--- config.mk ---
export PLATFORM = sky130hd
export DESIGN_NAME = tdpt_ctrl
export DESIGN_NICKNAME = d
export VERILOG_FILES = /design/src/hdl/tdpt_pkg.sv /design/src/hdl/tdpt_ctrl.sv
export SDC_FILE = /design/constraint.sdc
export NUM_CORES = 1
export LEC_CHECK = 0
export CAP_MARGIN = 40
export CORE_AREA = 2 2 39 41
export CTS_BUF_LIST = sky130_fd_sc_hd__clkbuf_2 sky130_fd_sc_hd__clkbuf_4 sky130_fd_sc_hd__clkbuf_8
export DETAILED_ROUTE_END_ITERATION = 6
export DIE_AREA = 0 0 41 43
export DONT_BUFFER_PORTS = 1
export SLEW_MARGIN = 40
export SYNTH_ARGS = -nofsm -noshare
export SYNTH_HDL_FRONTEND = slang
export SYNTH_SLANG_ARGS = --single-unit
--- constraint.sdc ---
create_clock -name clk -period 2.35 [get_ports clk]
set_clock_uncertainty 0.2 [all_clocks]
set_input_delay 0.47 -clock clk [delete_from_list [all_inputs] [get_ports clk]]
set_output_delay 0.47 -clock clk [all_outputs]
set_load 0.01 [all_outputs]
--- src/hdl/tdpt_pkg.sv ---
`timescale 1ns / 1ps

package tdpt_pkg;

  // Commands from the controller to the datapath.
  typedef struct packed {
    logic load;         // capture the candidate and set the divisor to three
    logic div_start;    // set up the divider for a new trial division
    logic div_step;     // one restoring division step
    logic next_div;     // advance the divisor to the next odd value
    logic set_verdict;  // record the outcome of the test
    logic verdict;      // outcome to record: one for prime
    logic publish;      // copy the value and verdict into the output register
  } tdpt_cmd_t;

  // Status from the datapath to the controller.
  typedef struct packed {
    logic below_two;     // candidate is zero or one
    logic is_two;        // candidate is exactly two
    logic is_even;       // candidate is even
    logic div_last;      // the divider is on its final step
    logic bound_passed;  // divisor exceeds the quotient, so its square exceeds the value
    logic rem_zero;      // the remainder of the last division is zero
  } tdpt_status_t;

endpackage

--- src/hdl/tdpt_ctrl.sv ---
`timescale 1ns / 1ps

module tdpt_ctrl (
  input  logic                   clk,
  input  logic                   rst,
  input  logic                   candidate_valid,
  output logic                   candidate_ready,
  output logic                   result_valid,
  input  logic                   result_ready,
  input  tdpt_pkg::tdpt_status_t status,
  output tdpt_pkg::tdpt_cmd_t    cmd
);
  import tdpt_pkg::*;

  typedef enum logic [4:0] {
    IDLE     = 5'b00001,
    CLASSIFY = 5'b00010,
    DIVIDE   = 5'b00100,
    CHECK    = 5'b01000,
    FINISH   = 5'b10000
  } state_t;

  state_t state;
  state_t state_next;
  logic   result_valid_next;

  // Next state and commands.
  always_comb begin
    state_next        = state;
    cmd               = '0;
    result_valid_next = result_valid && !result_ready;
    case (state)
      IDLE: begin
        if (candidate_valid) begin
          cmd.load   = 1'b1;
          state_next = CLASSIFY;
        end
      end
      CLASSIFY: begin
        if (status.below_two || (status.is_even && !status.is_two)) begin
          cmd.set_verdict = 1'b1;
          cmd.verdict     = 1'b0;
          state_next      = FINISH;
        end else if (status.is_two) begin
          cmd.set_verdict = 1'b1;
          cmd.verdict     = 1'b1;
          state_next      = FINISH;
        end else begin
          cmd.div_start = 1'b1;
          state_next    = DIVIDE;
        end
      end
      DIVIDE: begin
        cmd.div_step = 1'b1;
        if (status.div_last) begin
          state_next = CHECK;
        end
      end
      CHECK: begin
        if (status.bound_passed) begin
          cmd.set_verdict = 1'b1;
          cmd.verdict     = 1'b1;
          state_next      = FINISH;
        end else if (status.rem_zero) begin
          cmd.set_verdict = 1'b1;
          cmd.verdict     = 1'b0;
          state_next      = FINISH;
        end else begin
          cmd.next_div  = 1'b1;
          cmd.div_start = 1'b1;
          state_next    = DIVIDE;
        end
      end
      FINISH: begin
        // Hand over once the output register is free or being emptied.
        if (!result_valid || result_ready) begin
          cmd.publish       = 1'b1;
          result_valid_next = 1'b1;
          state_next        = IDLE;
        end
      end
      default: begin
        state_next = IDLE;
      end
    endcase
  end

  // State and output flag registers.
  always_ff @(posedge clk) begin
    if (rst) begin
      state        <= IDLE;
      result_valid <= 1'b0;
    end else begin
      state        <= state_next;
      result_valid <= result_valid_next;
    end
  end

  assign candidate_ready = state == IDLE;

endmodule

==> impl_metrics.env <==
export IMPL_min_to="state[2]$_SDFFE_PP0P_"
export IMPL_grt_pass1_wl_um=1340
export IMPL_netlist_instances=44
export IMPL_pin_count=19
export IMPL_synth_top_cell_area_share=0.339
export IMPL_synth_area_per_cell_um2=8.05
export IMPL_fin_crit_ns=2.21
export IMPL_rsz0062_at_grt="no"
export IMPL_async_flop_share=0
export IMPL_h_tree_depth=1
export IMPL_cts_resized=0
export IMPL_ir_drop_mv=0.322
export IMPL_final_nets=59
export IMPL_final_area_um2=397
export IMPL_firstDrtPassIters=4
export IMPL_slew_viol_final=0
export IMPL_yosys_area_top_type="dfxtp_1"
export IMPL_antenna_found_initial=0
export IMPL_syn_to_final_growth_pct=12.0
export IMPL_synth_nets=54
export IMPL_yosys_cell_types_count=23
export IMPL_clk_pin_slew_ns=0.04
export IMPL_crit_type="flop to output port"
export IMPL_cts_root_buf="clkbuf_4"
export IMPL_r2r_start="state[4]$_SDFFE_PP0P_"
export IMPL_r2r_cells=4
export IMPL_fp_dieH_um=43
export IMPL_min_from="rst"
export IMPL_clk_latency_ns=0.25
export IMPL_whs_path_depth=1
export IMPL_worstPathArrival_ns=1.54
export IMPL_setup_viol=0
export IMPL_final_common_cell="dfxtp_1"
export IMPL_portBuffers=0
export IMPL_synth_edff_count=0
export IMPL_dr_total_vias=338
export IMPL_tightest_slew_ns=0.356
export IMPL_initial_core_util=0.256
export IMPL_clock_path_buffers=2
export IMPL_die_area_um2=1760
export IMPL_required_ns=1.68
export IMPL_fin_setup_tns_ns=0
export IMPL_max_slew_margin_rel=0.760
export IMPL_die_w_um=41
export IMPL_hp_class="input port to flop"
export IMPL_place_hpwl_um=657
export IMPL_synth_seq_cells=6
export IMPL_core_um2=1380
export IMPL_timing_hold_ws_ns=0.0809
export IMPL_synth_cell_area_um2=354
export IMPL_rrSetupSlack_ns=0.72
export IMPL_synth_ff_type="dfxtp_1"
export IMPL_fin_crit_sh=0.940
export IMPL_seq_area_frac_synth=0.339
export IMPL_vias_per_cell=5.37
export IMPL_clock_fmax_mhz=452
export IMPL_timing_rr_end="state[0]$_SDFFE_PP1P_"
export IMPL_ctsHoldBuffers=0
export IMPL_gp_congestion=0.725
export IMPL_leakagePower_nw=0.164
export IMPL_start_kind="flop"
export IMPL_clock_sinks=6
export IMPL_cts_buffers=3
export IMPL_netlist_top_cells_area="dfxtp_1 34%, nand3b_1 6.4%, nor3_1 5.7%"
export IMPL_grt_max_degree=7
export IMPL_cap_violations=0
export IMPL_crit_fanout=5
export IMPL_grt_overflow_total=0
export IMPL_routed_wl_um=811
export IMPL_layout_drive_gt1_share=0.170
export IMPL_drc=0
export IMPL_ant_nets=0
export IMPL_status="finished clean"
export IMPL_drtIter0Drc=2
export IMPL_endpoint_kind="output port"
export IMPL_postCtsSetupBuffers=0
export IMPL_rows=14
export IMPL_placed_cell_area_um2=374
export IMPL_grt_usage=0.117
export IMPL_grt_pass1_vias=317
export IMPL_cts_tree="done"
export IMPL_yosysWarnings=0
export IMPL_diodes=0
export IMPL_power_density_nw_per_um2=901
export IMPL_post_drt_wl_per_cell_um=12.9
export IMPL_layout_cells_most_common_list="6 x dfxtp_1, 4 x nand2_1, 4 x inv_1, 4 x nor3_1"
export IMPL_hold_violations=0
==> power by group <==
part	total [W]	internal [W]	switching, W	leakage (nW)
logic	0.000117	0.0000464	0.0000705	0.101
registers	0.000145	0.000121	0.0000242	0.0490
clock network	0.0000954	0.0000578	0.0000376	0.0138
==> routing by layer <==
layer / share of wire / GRT usage
met1: 0.42 / 0.141
met2: 0.46 / 0.163
met3: 0.11 / 0.0785
met4: 0.0099 / 0.0400
met5: 0 / 0
==> critical path, cell delays in order (launching register included) <==
cell and delay [ns]:
dfxtp_1 0.34, nor3_2 0.26, nand3b_2 0.13, or4_4 0.44, nand2_1 0.13
==> through the flow <==
| stage | utilization | setup slack (ns) | std cells | power, W |
|---|---|---|---|---|
| global placement | 0.270 | 0.369 | 60 | 0.000263 |
| floorplan | - | 0.455 | 44 | 0.000242 |
| detailed placement | 0.270 | 0.390 | 60 | 0.000262 |
| global route | 0.287 | 0.0420 | 63 | 0.000387 |
| finish | 0.287 | 0.140 | 63 | 0.000357 |
| CTS | 0.287 | 0.123 | 63 | 0.000361 |
==> cell usage after synthesis (all sizes together) (2+ instances only) <==
cell	number
a21oi	2
dfxtp	6
inv	4
nand2	4
nand2b	2
nand3b	4
nor2	3
nor3	5
o21ai	2
==> final cells by class <==
class / count / area, um^2
clock buffer: 3 / 22.5
fill: 152 / 987
inverter: 4 / 15.0
multi-input combinational: 34 / 219
sequential: 6 / 120
tap: 16 / 20.0
==> registers in the layout (all words and copies together), names as in the netlist <==
signal and flops:
result_valid 1, state 5
==> worst max path at each step <==
stage                          start  slack [ns]      to
6_report       state[3]$_SDFFE_PP0P_        0.14  cmd[5]
3_5_place_dp   state[3]$_SDFFE_PP0P_        0.39  cmd[5]
2_1_floorplan  state[3]$_SDFFE_PP0P_        0.46  cmd[5]
4_1_cts        state[3]$_SDFFE_PP0P_        0.12  cmd[5]
3_3_place_gp   state[4]$_SDFFE_PP0P_        0.37  cmd[5]
5_1_grt        state[3]$_SDFFE_PP0P_        0.04  cmd[5]
==> cell families after synthesis <==
kind of cell    Yosys count  share of synthesized area
compound gates            8                      0.163
simple gates             26                      0.456
buf+inv                   4                     0.0424
flops                     6                      0.339
Power figures use the tool's default switching activity.
